$ cat src/rtl/isometric_back_to_front_cell_walker_core_defines.svh
// assertion macros for the isometric back-to-front cell walker
// no dependencies; included by the modules that carry assertions
`ifndef ISOMETRIC_BACK_TO_FRONT_CELL_WALKER_CORE_DEFINES_SVH
`define ISOMETRIC_BACK_TO_FRONT_CELL_WALKER_CORE_DEFINES_SVH
`ifndef SYNTH
// same-cycle implication
`define IBFCW_ASSERT_IMP(lbl, clk, rstn, ante, cons) \
    lbl: assert property (@(posedge clk) disable iff (!(rstn)) (ante) |-> (cons)) \
        else $error("ibfcw assertion failed");
// next-cycle implication
`define IBFCW_ASSERT_NXT(lbl, clk, rstn, ante, cons) \
    lbl: assert property (@(posedge clk) disable iff (!(rstn)) (ante) |=> (cons)) \
        else $error("ibfcw assertion failed");
`else
`define IBFCW_ASSERT_IMP(lbl, clk, rstn, ante, cons)
`define IBFCW_ASSERT_NXT(lbl, clk, rstn, ante, cons)
`endif
`endif

$ cat src/rtl/ibfcw_pkg.sv
// types and constants for the isometric back-to-front cell walker
// no dependencies; imported by isometric_back_to_front_cell_walker_core
package ibfcw_pkg;

    localparam int IN_DATA_W   = 32;
    localparam int OUT_DATA_W  = 64;
    localparam int CFG_ADDR_W  = 1;
    localparam int WIN_W       = 13;
    localparam int ANCHOR_W    = 15;
    localparam int CELL_W      = 16;
    localparam int SCREEN_W    = 14;

    localparam int WIN_LIMIT    = 4096;
    localparam int REACH_MARGIN = 3;

    localparam logic [WIN_W-1:0] WIN_LIMIT_V   = 13'd4096;
    localparam logic [WIN_W-1:0] WIN_W_RESET   = 13'd640;
    localparam logic [WIN_W-1:0] WIN_H_RESET   = 13'd480;

    // configuration register indexes
    localparam logic [CFG_ADDR_W-1:0] CFG_WIN_WIDTH  = 1'b0;
    localparam logic [CFG_ADDR_W-1:0] CFG_WIN_HEIGHT = 1'b1;

    // operation codes carried in tuser
    localparam logic OP_START   = 1'b0;
    localparam logic OP_ADVANCE = 1'b1;

    typedef struct packed {
        logic                       visible;
        logic signed [CELL_W-1:0]   cell_x;
        logic signed [CELL_W-1:0]   cell_y;
        logic signed [SCREEN_W-1:0] screen_x;
        logic signed [SCREEN_W-1:0] screen_y;
        logic                       done_res;
    } t_result;

endpackage

$ cat src/rtl/isometric_back_to_front_cell_walker_core.sv
// isometric back-to-front cell walker: one walk step per advance item
// depends on ibfcw_pkg and isometric_back_to_front_cell_walker_core_defines.svh
// each result is registered in the output register, or in the skid entry while the output stalls
// throughput: one item per cycle while the skid entry is empty, set by the single step of the walk counters
// a two-entry output buffer keeps the input side open while one result waits
// reset: synchronous active low; clears the walk, the buffer and restores 640x480
`include "isometric_back_to_front_cell_walker_core_defines.svh"

module isometric_back_to_front_cell_walker_core #(
    parameter int TILE_WIDTH      = 64,
    parameter int TILE_HEIGHT     = 64,
    parameter int STEP_HORIZONTAL = 32,
    parameter int STEP_VERTICAL   = 16
) (
    input  logic                               i_clk,
    input  logic                               i_rst_n,
    // input items
    input  logic                               i_s_tvalid,
    output logic                               o_s_tready,
    input  logic [ibfcw_pkg::IN_DATA_W-1:0]    i_s_tdata,  // player_x, player_y, zero pad
    input  logic                               i_s_tuser,  // operation
    // result items
    output logic                               o_m_tvalid,
    input  logic                               i_m_tready,
    output logic [ibfcw_pkg::OUT_DATA_W-1:0]   o_m_tdata,  // cell_x, cell_y, screen_x, screen_y, pad
    output logic                               o_m_tuser,  // visible
    output logic                               o_m_tlast,  // done_res
    // configuration writes
    input  logic                               i_cfg_valid,
    output logic                               o_cfg_ready,
    input  logic [ibfcw_pkg::CFG_ADDR_W-1:0]   i_cfg_addr,
    input  logic [ibfcw_pkg::WIN_W-1:0]        i_cfg_data
);
    import ibfcw_pkg::*;

    localparam int RMAX = WIN_LIMIT / (2 * STEP_HORIZONTAL) + WIN_LIMIT / (2 * STEP_VERTICAL)
                          + 2 * REACH_MARGIN;
    localparam int RW   = $clog2(RMAX + 1);
    localparam int OW   = $clog2(4 * RMAX + 1);
    localparam int SW   = $clog2(4 * RMAX * (STEP_HORIZONTAL + STEP_VERTICAL) + 4 * WIN_LIMIT
                          + TILE_WIDTH + TILE_HEIGHT + 32768) + 2;
    localparam int WSH  = $clog2(2 * STEP_HORIZONTAL);
    localparam int HSH  = $clog2(2 * STEP_VERTICAL);
    localparam int XSH  = $clog2(STEP_HORIZONTAL);
    localparam int YSH  = $clog2(STEP_VERTICAL);

    localparam logic signed [SW-1:0] HALF_TW = SW'(TILE_WIDTH / 2);
    localparam logic signed [SW-1:0] HALF_TH = SW'(TILE_HEIGHT / 2);
    localparam logic signed [SW-1:0] TW_S    = SW'(TILE_WIDTH);
    localparam logic signed [SW-1:0] TH_S    = SW'(TILE_HEIGHT);
    localparam logic [RW-1:0]        MARGIN2 = RW'(2 * REACH_MARGIN);

    // configuration
    logic [WIN_W-1:0] r_win_w, r_win_h;
    logic [WIN_W-1:0] win_wc, win_hc;

    // walk state
    logic                       r_active, n_active;
    logic [OW-1:0]              r_dofs, n_dofs;
    logic [OW-1:0]              r_cofs, n_cofs;
    logic [RW-1:0]              r_reach, n_reach;
    logic signed [ANCHOR_W-1:0] r_ax, n_ax;
    logic signed [ANCHOR_W-1:0] r_ay, n_ay;

    // output buffer
    logic    r_out_valid, r_skid_valid;
    t_result r_out, r_skid;
    t_result res;

    logic                       acc;
    logic                       in_op;
    logic signed [ANCHOR_W-1:0] in_px, in_py;
    logic [RW-1:0]              start_reach;

    logic signed [SW-1:0] r_s, depth, col, dmc, k, cx, cy, sx, sy, w_s, h_s;
    logic                 in_band, on_screen, col_end, depth_end;

    assign o_cfg_ready = 1'b1;

    always_ff @(posedge i_clk) begin
        if (!i_rst_n) begin
            r_win_w <= WIN_W_RESET;
            r_win_h <= WIN_H_RESET;
        end else if (i_cfg_valid) begin
            case (i_cfg_addr)
                CFG_WIN_WIDTH:  r_win_w <= i_cfg_data;
                CFG_WIN_HEIGHT: r_win_h <= i_cfg_data;
                default: ;
            endcase
        end
    end

    assign win_wc = (r_win_w > WIN_LIMIT_V) ? WIN_LIMIT_V : r_win_w;
    assign win_hc = (r_win_h > WIN_LIMIT_V) ? WIN_LIMIT_V : r_win_h;
    assign w_s    = $signed({{(SW-WIN_W){1'b0}}, win_wc});
    assign h_s    = $signed({{(SW-WIN_W){1'b0}}, win_hc});

    assign o_s_tready = !r_skid_valid;
    assign acc        = i_s_tvalid && o_s_tready;
    assign in_op      = i_s_tuser;
    assign in_px      = i_s_tdata[ANCHOR_W-1:0];
    assign in_py      = i_s_tdata[2*ANCHOR_W-1:ANCHOR_W];

    assign start_reach = RW'(win_wc >> WSH) + RW'(win_hc >> HSH) + MARGIN2;

    // walk position relative to the anchor
    assign r_s   = $signed({{(SW-RW){1'b0}}, r_reach});
    assign depth = $signed({{(SW-OW){1'b0}}, r_dofs}) - (r_s <<< 1);
    assign col   = $signed({{(SW-OW){1'b0}}, r_cofs}) - r_s;
    assign dmc   = depth - col;
    assign k     = (col <<< 1) - depth;
    assign cx    = $signed({{(SW-ANCHOR_W){r_ax[ANCHOR_W-1]}}, r_ax}) + col;
    assign cy    = $signed({{(SW-ANCHOR_W){r_ay[ANCHOR_W-1]}}, r_ay}) + dmc;

    // isometric projection around the window centre
    assign sx = (w_s >>> 1) - HALF_TW + (k <<< XSH);
    assign sy = (h_s >>> 1) - HALF_TH + (depth <<< YSH);

    assign in_band   = (dmc >= -r_s) && (dmc <= r_s);
    assign on_screen = !(sx < -TW_S || sx > w_s) && !(sy < -TH_S || sy > h_s);
    assign col_end   = (col >= r_s);
    assign depth_end = (depth >= (r_s <<< 1));

    always_comb begin
        n_active = r_active;
        n_dofs   = r_dofs;
        n_cofs   = r_cofs;
        n_reach  = r_reach;
        n_ax     = r_ax;
        n_ay     = r_ay;
        res      = '0;
        if (in_op == OP_START) begin
            n_ax     = in_px;
            n_ay     = in_py;
            n_reach  = start_reach;
            n_dofs   = '0;
            n_cofs   = '0;
            n_active = 1'b1;
        end else if (!r_active) begin
            res.done_res = 1'b1;
        end else begin
            if (in_band && on_screen) begin
                res.visible  = 1'b1;
                res.cell_x   = cx[CELL_W-1:0];
                res.cell_y   = cy[CELL_W-1:0];
                res.screen_x = sx[SCREEN_W-1:0];
                res.screen_y = sy[SCREEN_W-1:0];
            end
            if (col_end) begin
                n_cofs = '0;
                if (depth_end) begin
                    res.done_res = 1'b1;
                    n_active     = 1'b0;
                end else begin
                    n_dofs = r_dofs + 1'b1;
                end
            end else begin
                n_cofs = r_cofs + 1'b1;
            end
        end
    end

    always_ff @(posedge i_clk) begin
        if (!i_rst_n) begin
            r_active <= 1'b0;
            r_dofs   <= '0;
            r_cofs   <= '0;
            r_reach  <= '0;
            r_ax     <= '0;
            r_ay     <= '0;
        end else if (acc) begin
            r_active <= n_active;
            r_dofs   <= n_dofs;
            r_cofs   <= n_cofs;
            r_reach  <= n_reach;
            r_ax     <= n_ax;
            r_ay     <= n_ay;
        end
    end

    // output register with a skid entry behind it
    always_ff @(posedge i_clk) begin
        if (!i_rst_n) begin
            r_out_valid  <= 1'b0;
            r_skid_valid <= 1'b0;
        end else if (r_skid_valid) begin
            if (i_m_tready) begin
                r_skid_valid <= 1'b0;
            end
        end else if (!r_out_valid || i_m_tready) begin
            r_out_valid <= acc;
        end else if (acc) begin
            r_skid_valid <= 1'b1;
        end
    end

    always_ff @(posedge i_clk) begin
        if (r_skid_valid) begin
            if (i_m_tready) begin
                r_out <= r_skid;
            end
        end else if (!r_out_valid || i_m_tready) begin
            r_out <= res;
        end else if (acc) begin
            r_skid <= res;
        end
    end

    assign o_m_tvalid = r_out_valid;
    assign o_m_tuser  = r_out.visible;
    assign o_m_tlast  = r_out.done_res;
    assign o_m_tdata  = {{(OUT_DATA_W - 2*CELL_W - 2*SCREEN_W){1'b0}},
                         r_out.screen_y, r_out.screen_x, r_out.cell_y, r_out.cell_x};

    `IBFCW_ASSERT_IMP(a_skid_behind_out, i_clk, i_rst_n, r_skid_valid, r_out_valid)
    `IBFCW_ASSERT_NXT(a_start_clears, i_clk, i_rst_n, acc && in_op == OP_START,
        r_active && r_dofs == '0 && r_cofs == '0)
    `IBFCW_ASSERT_IMP(a_col_bound, i_clk, i_rst_n, r_active,
        {1'b0, r_cofs} <= ({{(OW+1-RW){1'b0}}, r_reach} <<< 1))
    `IBFCW_ASSERT_IMP(a_depth_bound, i_clk, i_rst_n, r_active,
        {1'b0, r_dofs} <= ({{(OW+1-RW){1'b0}}, r_reach} <<< 2))
    `IBFCW_ASSERT_NXT(a_idle_done, i_clk, i_rst_n,
        acc && in_op == OP_ADVANCE && !r_active && !r_out_valid, r_out_valid && r_out.done_res)

endmodule

$ cat config.mk
export PLATFORM = sky130hd
export DESIGN_NAME = isometric_back_to_front_cell_walker_core
export DESIGN_NICKNAME = d
export VERILOG_FILES = /design/src/rtl/ibfcw_pkg.sv /design/src/rtl/isometric_back_to_front_cell_walker_core.sv
export VERILOG_INCLUDE_DIRS = /design/src /design/src/rtl
export SDC_FILE = /design/constraint.sdc
export NUM_CORES = 1
export LEC_CHECK = 0
export ABC_AREA = 1
export BUFFER_PORTS_ARGS = -buffer_cell sky130_fd_sc_hd__buf_4
export CAP_MARGIN = 15
export CORE_MARGIN = 5
export CORE_UTILIZATION = 35
export CTS_BUF_LIST = sky130_fd_sc_hd__clkbuf_4 sky130_fd_sc_hd__clkbuf_8
export DETAILED_ROUTE_END_ITERATION = 16
export PLACE_DENSITY = 0.57
export SYNTH_ARGS = -nofsm -noshare
export SYNTH_HDL_FRONTEND = slang
export SYNTH_SLANG_ARGS = --single-unit
$ cat constraint.sdc
create_clock -name i_clk -period 17.2 [get_ports i_clk]
set_input_delay 3.44 -clock i_clk [delete_from_list [all_inputs] [get_ports i_clk]]
set_output_delay 3.44 -clock i_clk [all_outputs]
set_load 0.1 [all_outputs]
**Yosys cells after proc, flatten, opt, wreduce, memory -nomap -nowiden**

Cells that the tools add are included.

- Register bits after elaboration: 211
- Logic and storage cells: 101
- RAM bits: 0
- Output and inout bits: 69
- Bits in latches: 0
- Bits in read-only memories: 0
- Memories kept: 0

- Equal/unequal tests: 4
- Shift operators: 0
- Multiply operators: 0
- Mux-type cells: 26
- $lt $le $gt $ge: 10
- Bitwise gates (word level): 4
- Divide/modulo/power cells: 0
- Add/subtract/negate cells: 15
- Reductions and logical operators: 20

Operator list:

| kind | count |
|---|---|
| $mux W62 | 4 |
| $mux W61 | 2 |
| $mux W10 | 7 |
| $gt A13 B13 Y1 const B | 2 |
| $mux W13 | 2 |
| $sub A12 B6 Y13 const B | 2 |
| $add A10 B1 Y10 const B | 2 |
| $add A13 B18 Y19 | 1 |
| $ge A12 B19 Y1 | 1 |
| $gt A19 B14 Y1 | 1 |
| $lt A19 B7 Y1 const B | 1 |
| $neg A8 Y19 | 1 |
| $add A13 B15 Y16 | 1 |
| $add A15 B11 Y16 | 1 |
| $add A15 B12 Y16 | 1 |
| $gt A16 B14 Y1 | 1 |
| $lt A16 B7 Y1 const B | 1 |
| $sub A12 B11 Y13 | 1 |
| $le A12 B9 Y1 | 1 |
| $reduce_and A2 Y1 | 6 |
| $sub A11 B11 Y12 | 1 |
| $ge A11 B10 Y1 | 1 |
| $ge A11 B9 Y1 | 1 |
| $mux W1 | 11 |
| other kinds (13) | 26 |

**Longest topological paths before layout**

Gate-level depths: netlist of run 1.

- Depth in word-level cells: 14
- Gate-level depth with buffers: 38
- Depth with buffers taken out: 37

**Least setup slack after synthesis of run 1**

Ideal clock, no wire load.

- Path type: in2reg
- Start: input i_m_tready
- End: register r_skid[0] (netlist bit), enable pin
- Slack: 10.470 ns
- Data required time: 16.716 ns
- Stages on the path: 3
- Buffers on the path: 0
- Arrival: 6.246 ns
- Cell sequence: inv_1 nand2_1 nor2_1

- Word-level cells in the longest chain between the ends: 3

Ends and longest elaborated chain:

| item | line | RTL |
|---|---|---|
| start: declaration | isometric_back_to_front_cell_walker_core.sv:24 | `input logic i_m_tready,` |
| $logic_or A1 B1 Y1 | isometric_back_to_front_cell_walker_core.sv:202 | `end else if (!r_out_valid \|\| i_m_tready) begin` |
| $not A1 Y1 (no line) | n/a |  |
| $reduce_and A3 Y1 (no line) | n/a |  |
| end signal: assignment | isometric_back_to_front_cell_walker_core.sv:205 | `r_skid <= res;` |
| end: declaration | isometric_back_to_front_cell_walker_core.sv:67 | `t_result r_out, r_skid;` |

Every way passes these cells.
A chain may end at the register's enable or synchronous reset.

==> metrics.txt, run 1 <==
area share of the largest cell type after synthesis about a quarter; most frequent cells in the layout 544 x nand2_1, 288 x inv_1, 189 x nor2_1; sequential area share after synthesis a little over a third; RSZ-0062 raised after global routing no; skew final between 0.02 and 0.025 ns; Min Hold Slack approximately 0.47 ns; Total Routing Usage GR 18.3%; Residual DRC 0; asr flop ratio synth 0%; status completed; hpwl dp between 30000 and 40000 um; first-pass GRT wire length between 70000 and 80000 um; Post-CTS Setup Inserts 0; power density over the cells about 160 mW/mm^2; CP Data Arrival Time 7.86 ns; slowest stage delay, CP roughly 0.62 ns; routed wire length 46400 um; Final period util 43.3%; Vias per Instance 5.00; CTS tree done; post-synthesis compound-gate area fraction around 8.9%; Setup crit end kind register; top post-synthesis cells by area edfxtp_1 24%, ha_1 13%, nand2_1 13%; final slew viol count 0; fmax between 100 and 150 MHz; Synth Flop Type edfxtp_1; layout filler cell count 4562; cell count after synthesis 2114; insertion delay of the later-clocked pin in the worst-skew pair slightly below 0.6 ns; Post-synth EDFFs 124; Slew @ Worst Pin around 0.9 ns; YS warnings 0; vias in the first global route approximately 14000; clock root cell clkbuf_8; largest area contributor in the netlist edfxtp_1; WS Path Type register to register; clock buffer depth 3; Clock Sinks between 200 and 250; vias ~14000; initial core utilization 35.5%; Slowest cell on crit path nand2_4; most common cell after layout, fill and taps aside nand2_1; die area roughly 0.049 mm^2; CP bufs+invs 5; Final Critical Period 7.45 ns; initial antenna violation count 1; Required @ worst endpoint roughly 18 ns; number of distinct library cells after synthesis 50; main combinational cell family by area after synthesis simple AND/OR/NAND/NOR gates; grt ovf 0; leakage power a little under 0.009 uW; crit-path most repeated cell nand2_1; CP Launch Type register; largest net degree at the start of global routing 66; ANT nets after route 0; Top Ports around 120; nets around 2500; Rel. slew slack 39.6%; IO buf count between 100 and 150; Peak VDD IR around 0.09 mV; routed length per instance between 15 and 20 um; Crit Path Max Fanout 62; routability cong. approximately 0.92; number of DRC markers in iteration 0 roughly 1000; Post-Synth Simple-Gate Area between 20 and 30%; HP Class register to register; H-tree Lvls 2; Area growth, synth to finish 14.0%; core footprint around 0.044 mm^2; Post-Synth XOR/XNOR Area under 10%; Final setup viols 0; Die Wd 222 um; multiplexer area fraction after synthesis 0%; Syn Area/Cell roughly 7.4 um^2; cts bufs inserted 40; row count slightly below 80; Netlist Area Pre-Place roughly 0.016 mm^2; share of cells above drive strength 1 10.4%; Initial DRT Pass Iterations 5; Clk pin slew, worst setup/hold paths 0.06 ns; Synth Area in Adders approximately 14%; setup_tns 0 ns; Max-Cap Viols 0; final hold vios 0; post_cts resized 0; Crit path max-delay family simple AND/OR/NAND/NOR gates; Yosys reg bits between 200 and 250; height of the die about 220 um; Hold-fix buffers, CTS 0
per-stage QoR:
step,worst slack (ns),area (um^2),utilization (%),cells,total power [uW]
3_5_place_dp,9.76,17100,38.7,2775,2340
3_3_place_gp,9.73,17100,38.7,2775,2310
2_1_floorplan,10.47,15700,-,2117,1900
4_1_cts,9.73,17900,40.5,2846,2860
5_1_grt,9.19,17900,40.5,2847,3120
6_report,9.75,17900,40.5,2847,2850
tightest hold or removal path, delay by kind of cell, from the launching register on:
kind             cells  cell delay (ns)
AO/OA/AOI/OAI        1             0.05
flip-flops           1             0.31
AND/OR/NAND/NOR      1             0.06
cell type report:
cell class / count / area [um^2] / share of cell area (%)
repair buffers: 123 / 923 / 5.15
multi-input cells: 1549 / 8870 / 49.5
inverters: 300 / 1130 / 6.28
flip-flops and latches: 211 / 5470 / 30.5
diodes: 1 / 2.50 / 0.0140
clock buffers: 52 / 653 / 3.64
well taps: 592 / 741 / 4.13
clock inverters: 19 / 146 / 0.816
logic make-up (layout without fill, tap and decap cells):
family | after synthesis | after routing
flops | 211 | 211
compound gates | 255 | 255
simple gates | 1033 | 1033
fa+ha+maj | 175 | 175
xor+xnor | 81 | 81
other cells | 2 | 6
buf+inv | 357 | 494
where the power goes:
group | internal (uW) | switching, uW
clock | 279 | 228
sequential | 562 | 16.1
combinational | 554 | 1210
cells in the mapped netlist (5+ instances only):
| master | count |
|---|---|
| ha_1 | 167 |
| nand3b_1 | 6 |
| buf_1 | 7 |
| nor2_2 | 13 |
| buf_6 | 6 |
| clkbuf_1 | 26 |
| nand4_1 | 96 |
| edfxtp_1 | 124 |
| dfxtp_1 | 87 |
| nand2_2 | 9 |
| xor2_1 | 60 |
| o21bai_1 | 9 |
| nand2_1 | 544 |
| a21oi_2 | 5 |
| inv_2 | 7 |
| xnor2_1 | 20 |
| o21ai_0 | 78 |
| nor2_1 | 191 |
| nor4_1 | 6 |
| a21oi_1 | 123 |
| fa_1 | 8 |
| buf_4 | 5 |
| inv_1 | 289 |
| buf_2 | 13 |
| nor3_1 | 33 |
| o211ai_1 | 7 |
| a211oi_1 | 8 |
| nand3_1 | 121 |
metal layers:
metal / up-vias / global-route usage, % / wire length (um)
li1: 7236 / - / -
met1: 6539 / 25.9 / 22500
met2: 360 / 28.6 / 20300
met3: 86 / 2.63 / 2200
met4: 0 / 6.40 / 1420
met5: - / 0 / 0
registers in the layout, summed over array words and instances (netlist names):
name	count
r_skid	62
o_m_tdata	60
r_ax	15
r_ay	15
r_win_h	13
r_win_w	13
r_cofs	10
r_dofs	10
r_reach	8
o_m_tlast	1
o_m_tuser	1
o_m_tvalid	1
r_active	1
r_skid_valid	1
final timing paths:
path              start    endpoint  slack [ns]  cells after the start
min             r_ax[2]     r_ax[2]        0.47                      2
min reg2reg     r_ax[2]     r_ax[2]        0.47                      2
max reg2reg  r_reach[0]  r_skid[55]        9.75                     28
max          r_reach[0]  r_skid[55]        9.75                     28
Note: power is estimated with default switching activity, not from simulation.
==> run 2: changes to the inputs <==
- PLACE_DENSITY: 0.57 -> 0.59
- clock period: 17.2 -> 6.1 ns (I/O delays scaled with it)
==> run 2 against run 1 <==
Via count up 0.59%. Non-clock buffer count up 46. Power rose to 2.9 times the previous value. Combinational power rose to 3.0 times the previous value. Global-route usage up 0.17 points. Routed wire length up 0.57%. Clock skew up 0.0067 ns. Critical path depth up 4. Setup slack worse by 9.3 ns. Sequential power rose to 2.8 times the previous value. Final area up 2.6%. Critical path type unchanged. Critical endpoint is now r_skid[48].
==> metrics.txt, run 2 (same netlist as run 1, synthesis figures left out) <==
WS Path Type register to register; ANT nets after route 0 (unchanged); initial core utilization 35.5% (unchanged); routed wire length 46700 um (+0.57%); Internal 4190 uW (+200%); H-tree Lvls 2 (unchanged); initial antenna violation count 0 (-1); share of cells above drive strength 1 12.9% (+2.5 points); height of the die 222 um (unchanged); die area 0.0493 mm^2 (unchanged); worst setup path start r_cofs[0]; clock buffer depth 3 (unchanged); final hold vios 0 (unchanged); power density over the cells 453 mW/mm^2 (+190%); Peak VDD IR 0.177 mV (+94%); skew final 0.0288 ns (+0.00669 ns); nets 2497 (+1.8%); Rel. slew slack 34.9% (-4.7 points); Final Critical Period 5.66 ns (-1.79 ns); Sw Share 49.8% (-1.2 points); core footprint 0.0443 mm^2 (unchanged); CP Launch Type register; Initial DRT Pass Iterations 5 (unchanged); Clk pwr share 16.9% (-0.9 points); most common cell after layout, fill and taps aside nand2_1; max reg flops 62 (unchanged); placed cells 2820 (+1.6%); IO buf count 113 (unchanged); cts bufs inserted 39 (-2.5%); grt ovf 0 (unchanged); Die Wd 222 um (unchanged); HP Class register to register; CP Data Arrival Time 6.08 ns (-1.78 ns); Clock Sinks 211 (unchanged); Hold-fix buffers, CTS 0 (unchanged); Crit Path Max Fanout 18 (-71%); vias in the first global route 13700 (+0.98%); CTS tree done; Final setup viols 0 (unchanged); switching power 4150 uW (+190%); Required @ worst endpoint 6.53 ns (-11.08 ns); status completed; Worst Min Path Start r_ay[8]; final slew viol count 0 (unchanged); Slew @ Worst Pin 0.971 ns (+0.0652 ns); Comb power frac 63.5% (+1.7 points); worst r2r src r_cofs[0]; post-layout util 41.5% (+1.0 points); Vias per Instance 4.95 (-0.97%); routed length per instance 16.1 um (-0.99%); routability cong. 0.958 (+3.8%); Crit path max-delay family simple AND/OR/NAND/NOR gates; Setup crit end kind register; leakage power 0.00905 uW (+2.9%); Biggest register r_skid; Clk pin slew, worst setup/hold paths 0.06 ns (about the same); hpwl dp 36500 um (+4.3%); first-pass GRT wire length 73700 um (+0.39%); Final period util 92.7% (+49 points); Slowest cell on crit path fa_2; largest net degree at the start of global routing 65 (-1.5%); fmax 177 MHz (+32%); number of DRC markers in iteration 0 1045 (+1.4%); most frequent cells in the layout 544 x nand2_1, 286 x inv_1, 187 x nor2_1; slowest stage delay, CP 0.37 ns (-0.25 ns); vias 14300 (+0.59%); clock root cell clkbuf_8; Top Ports 121 (unchanged); row count 77 (unchanged); CP bufs+invs 6 (+1); Total Routing Usage GR 18.5% (+0.17 points); insertion delay of the later-clocked pin in the worst-skew pair 0.59 ns (about the same); Area growth, synth to finish 17.0%; Finished Layout Cells 2892 (+1.6%); Residual DRC 0 (unchanged); RSZ-0062 raised after global routing no; setup_tns 0 ns (unchanged); Max-Cap Viols 0 (unchanged); sequential share of power 19.5% (-0.8 points)
==> run 2: routing by layer <==
| metal | wire length (um) | share of wire [%] | GRT usage (%) |
|---|---|---|---|
| met1 | 22100 | 47 | 25.9 |
| met2 | 21100 | 45 | 29.8 |
| met3 | 2350 | 5.0 | 2.69 |
| met4 | 1110 | 2.4 | 5.05 |
| met5 | 0 | 0 | 0 |
==> run 2: through the flow <==
step / cell area [um^2] / hold slack, ns / setup slack (ns) / power [uW]
after floorplan: 15700 / 0.445 / 0.339 / 5370
after global placement: 17500 / 0.456 / 0.260 / 6780
after detailed placement: 17500 / 0.464 / 0.229 / 6870
after CTS: 18300 / 0.471 / 0.165 / 8320
after global routing: 18400 / 0.483 / 0.00740 / 9120
final: 18400 / 0.471 / 0.444 / 8330
==> run 2: final timing paths <==
check	endpoint	slack, ns	depth (start not counted)
max	r_skid[48]	0.44	32
min	r_ay[8]	0.47	2
max reg2reg	r_skid[48]	0.44	32
min reg2reg	r_ay[8]	0.47	2
==> run 2: repair_timing <==
item / 4_1_cts / 5_1_grt
resized for setup: 0 / 13
buffers inserted: 0 / 1
endpoints found under the setup margin: 0 / 122
==> run 2: final cells by class <==
| cell class | count | area [um^2] |
|---|---|---|
| Antenna cell | 1 | 2.50 |
| Clock buffer | 61 | 752 |
| Clock inverter | 9 | 53.8 |
| Fill cell | 4599 | 25900 |
| Inverter | 300 | 1130 |
| Multi-Input combinational cell | 1549 | 8910 |
| Sequential cell | 211 | 5470 |
| Tap cell | 592 | 741 |
| Timing Repair Buffer | 169 | 1340 |
==> run 2: power by group through the flow <==
stage	Clock (uW)	Sequential [uW]	Combinational, uW
finish	1410	1630	5290
CTS	1460	1630	5230
global route	1520	1630	5960
global placement	0	1660	5120
floorplan	0	1910	3460
detailed placement	0	1660	5210
==> run 2: worst min-delay path: cells and delay by family (launching register included) <==
kind,cells,cell delay [ns]
AND/OR/NAND/NOR,1,0.06
AO/OA/AOI/OAI,1,0.05
flip-flops,1,0.31
==> run 3: changes to the inputs <==
- CORE_ASPECT_RATIO: not set -> 1.4
==> run 3 against run 2 <==
Final cell count shrank 1.1%. Worst hold slack barely moved. Non-clock buffer count increased by 2. Power is 0.70% higher. Critical path depth grew 3. Final area is 0.17% lower. First-iteration DRC count fell by 15%. Register-to-register slack worse by 0.03 ns. Setup slack worse by 0.027 ns. Sequential power barely moved. Clock skew rose by 0.0027 ns. Global-route usage down 0.55 points. Critical path type unchanged. Highest routed layer unchanged.
==> metrics.txt, run 3 (same netlist as run 1, synthesis figures left out) <==
status completed; multi-input combinational cell area 0.00894 mm^2 (+0.44%); insertion delay of the later-clocked pin in the worst-skew pair 0.56 ns (-0.03 ns); Total Routing Usage GR 17.9% (-0.55 points); CTS tree done; ANT nets after route 0 (unchanged); grt ovf 0 (unchanged); Slowest cell on crit path dfxtp_1; Peak VDD IR 0.185 mV (+4.4%); Hold-fix buffers, CTS 0 (unchanged); layout filler cell count 4620 (+0.46%); Clock Sinks 211 (unchanged); routability cong. 0.938 (-2.1%); total placed instance area 0.0175 mm^2 (-0.23%); vias 14400 (+0.44%); Biggest register r_skid; CP bufs+invs 6 (unchanged); Crit path max-delay family simple AND/OR/NAND/NOR gates; clock buffer depth 3 (unchanged); Initial DRT Pass Iterations 5 (unchanged); IO buf count 113 (unchanged); Max-Cap Viols 0 (unchanged); WS Path Type register to register; Setup crit end kind register; Vias per Instance 5.03 (+1.6%); Finished Layout Cells 2859 (-1.1%); Die Wd 189 um (-15%); crit-path most repeated cell nand2_1; Top Ports 121 (unchanged); Power Total 8390 uW (+0.70%); CP Launch Type register; core footprint 0.0448 mm^2 (+1.0%); routed wire length 45700 um (-2.1%); Min Hold Slack 0.471 ns (+0.000401 ns); number of DRC markers in iteration 0 890 (-15%); Worst Min Path Start r_ay[5]; leakage power 0.00900 uW (-0.53%); first-pass GRT wire length 71200 um (-3.4%); nets 2496 (-0.040%); Final period util 93.2% (+0.45 points); vias in the first global route 13700 (+0.23%); H-tree Lvls 2 (unchanged); final slew viol count 0 (unchanged); Clk pin slew, worst setup/hold paths 0.07 ns (about the same); final hold vios 0 (unchanged); share of cells above drive strength 1 12.5% (-0.45 points); Finished Cell Area 0.0184 mm^2 (-0.17%); Final Critical Period 5.68 ns (+0.0272 ns); die area 0.0493 mm^2 (+0.12%); Required @ worst endpoint 6.47 ns (-0.06 ns); setup_tns 0 ns (unchanged); Residual DRC 0 (unchanged); hpwl dp 36400 um (-0.24%); Area growth, synth to finish 16.8%; worst setup path start r_reach[1]; RSZ-0062 raised after global routing no; slowest stage delay, CP 0.45 ns (+0.08 ns); Final setup viols 0 (unchanged); clock root cell clkbuf_8; most frequent cells in the layout 544 x nand2_1, 287 x inv_1, 188 x nor2_1; max reg flops 62 (unchanged); power density over the cells 457 mW/mm^2 (+0.87%); cts bufs inserted 36 (-7.7%); placed cells 2793 (-0.96%); Rel. slew slack 44.6% (+9.7 points); largest net degree at the start of global routing 65 (unchanged); fmax 176 MHz (-0.48%); initial antenna violation count 1 (+1); CP Data Arrival Time 6.06 ns (-0.02 ns); height of the die 261 um (+17%); worst r2r src r_reach[1]; most common cell after layout, fill and taps aside nand2_1; row count 92 (+19%); Slew @ Worst Pin 0.830 ns (-0.140 ns); HP Class register to register; routed length per instance 16.0 um (-0.96%); FF+latch area 0.00547 mm^2 (about the same); initial core utilization 35.1% (-0.36 points); Crit Path Max Fanout 14 (-4); skew final 0.0315 ns (+0.00273 ns)
==> run 3: cell count changes in the layout (fill, tap and decap cells not counted), moves of 3 or more <==
cell	previous run	this run
clkinv_1	5	9
clkbuf_8	47	38
clkinvlp_4	1	4
bufinv_16	0	3
clkbuf_4	14	10
ha_4	0	4
==> run 3: routing by layer <==
metal  vias up  track usage (%)  wire [um]
li1       7314                -          -
met5         -                0          0
met1      6648             21.9      19600
met2       305             31.6      22400
met4         0             8.10       2060
met3       101             2.10       1660
==> run 3: stage by stage <==
step / worst slack, ns / util [%]
after floorplan: 0.339 / -
after global placement: 0.229 / 39.1
after detailed placement: 0.204 / 39.1
after CTS: 0.139 / 40.8
after global routing: 0.0326 / 41.0
final: 0.416 / 41.0
==> run 3: worst register-to-register path, delay by kind of cell, from the launching register on <==
kind / cells / cell delay (ns)
AND/OR/NAND/NOR: 21 / 2.28
adder cells (fa/ha/maj): 3 / 0.92
AO/OA/AOI/OAI: 4 / 0.83
buffers and inverters: 6 / 0.79
flip-flops: 1 / 0.45
XOR/XNOR: 1 / 0.24
==> run 3: area by class of cell <==
type,instances,area share (%)
multi-input combinational,1549,48.7
sequential,211,29.8
timing repair buffer,171,7.40
inverter,300,6.15
tap,564,3.84
clock buffer,48,3.26
clock inverter,15,0.845
antenna,1,0.0136
==> run 3: worst paths after layout <==
check | endpoint | slack, ns | cells after the start
max reg2reg | r_skid[22] | 0.42 | 35
max | r_skid[22] | 0.42 | 35
min | r_ay[5] | 0.47 | 2
min reg2reg | r_ay[5] | 0.47 | 2
==> run 3: what timing repair did <==
| action | in CTS | in global routing |
|---|---|---|
| gates resized for setup | 0 | 11 |
| endpoints found under the setup margin | 0 | 122 |
| buffers inserted | 0 | 2 |
| hold endpoints to repair | 0 | 0 |
==> run 3: power by group <==
| part | internal [uW] | switching [uW] |
|---|---|---|
| registers | 1590 | 42.7 |
| logic | 1870 | 3520 |
| clock network | 769 | 603 |
| total | 4220 | 4170 |
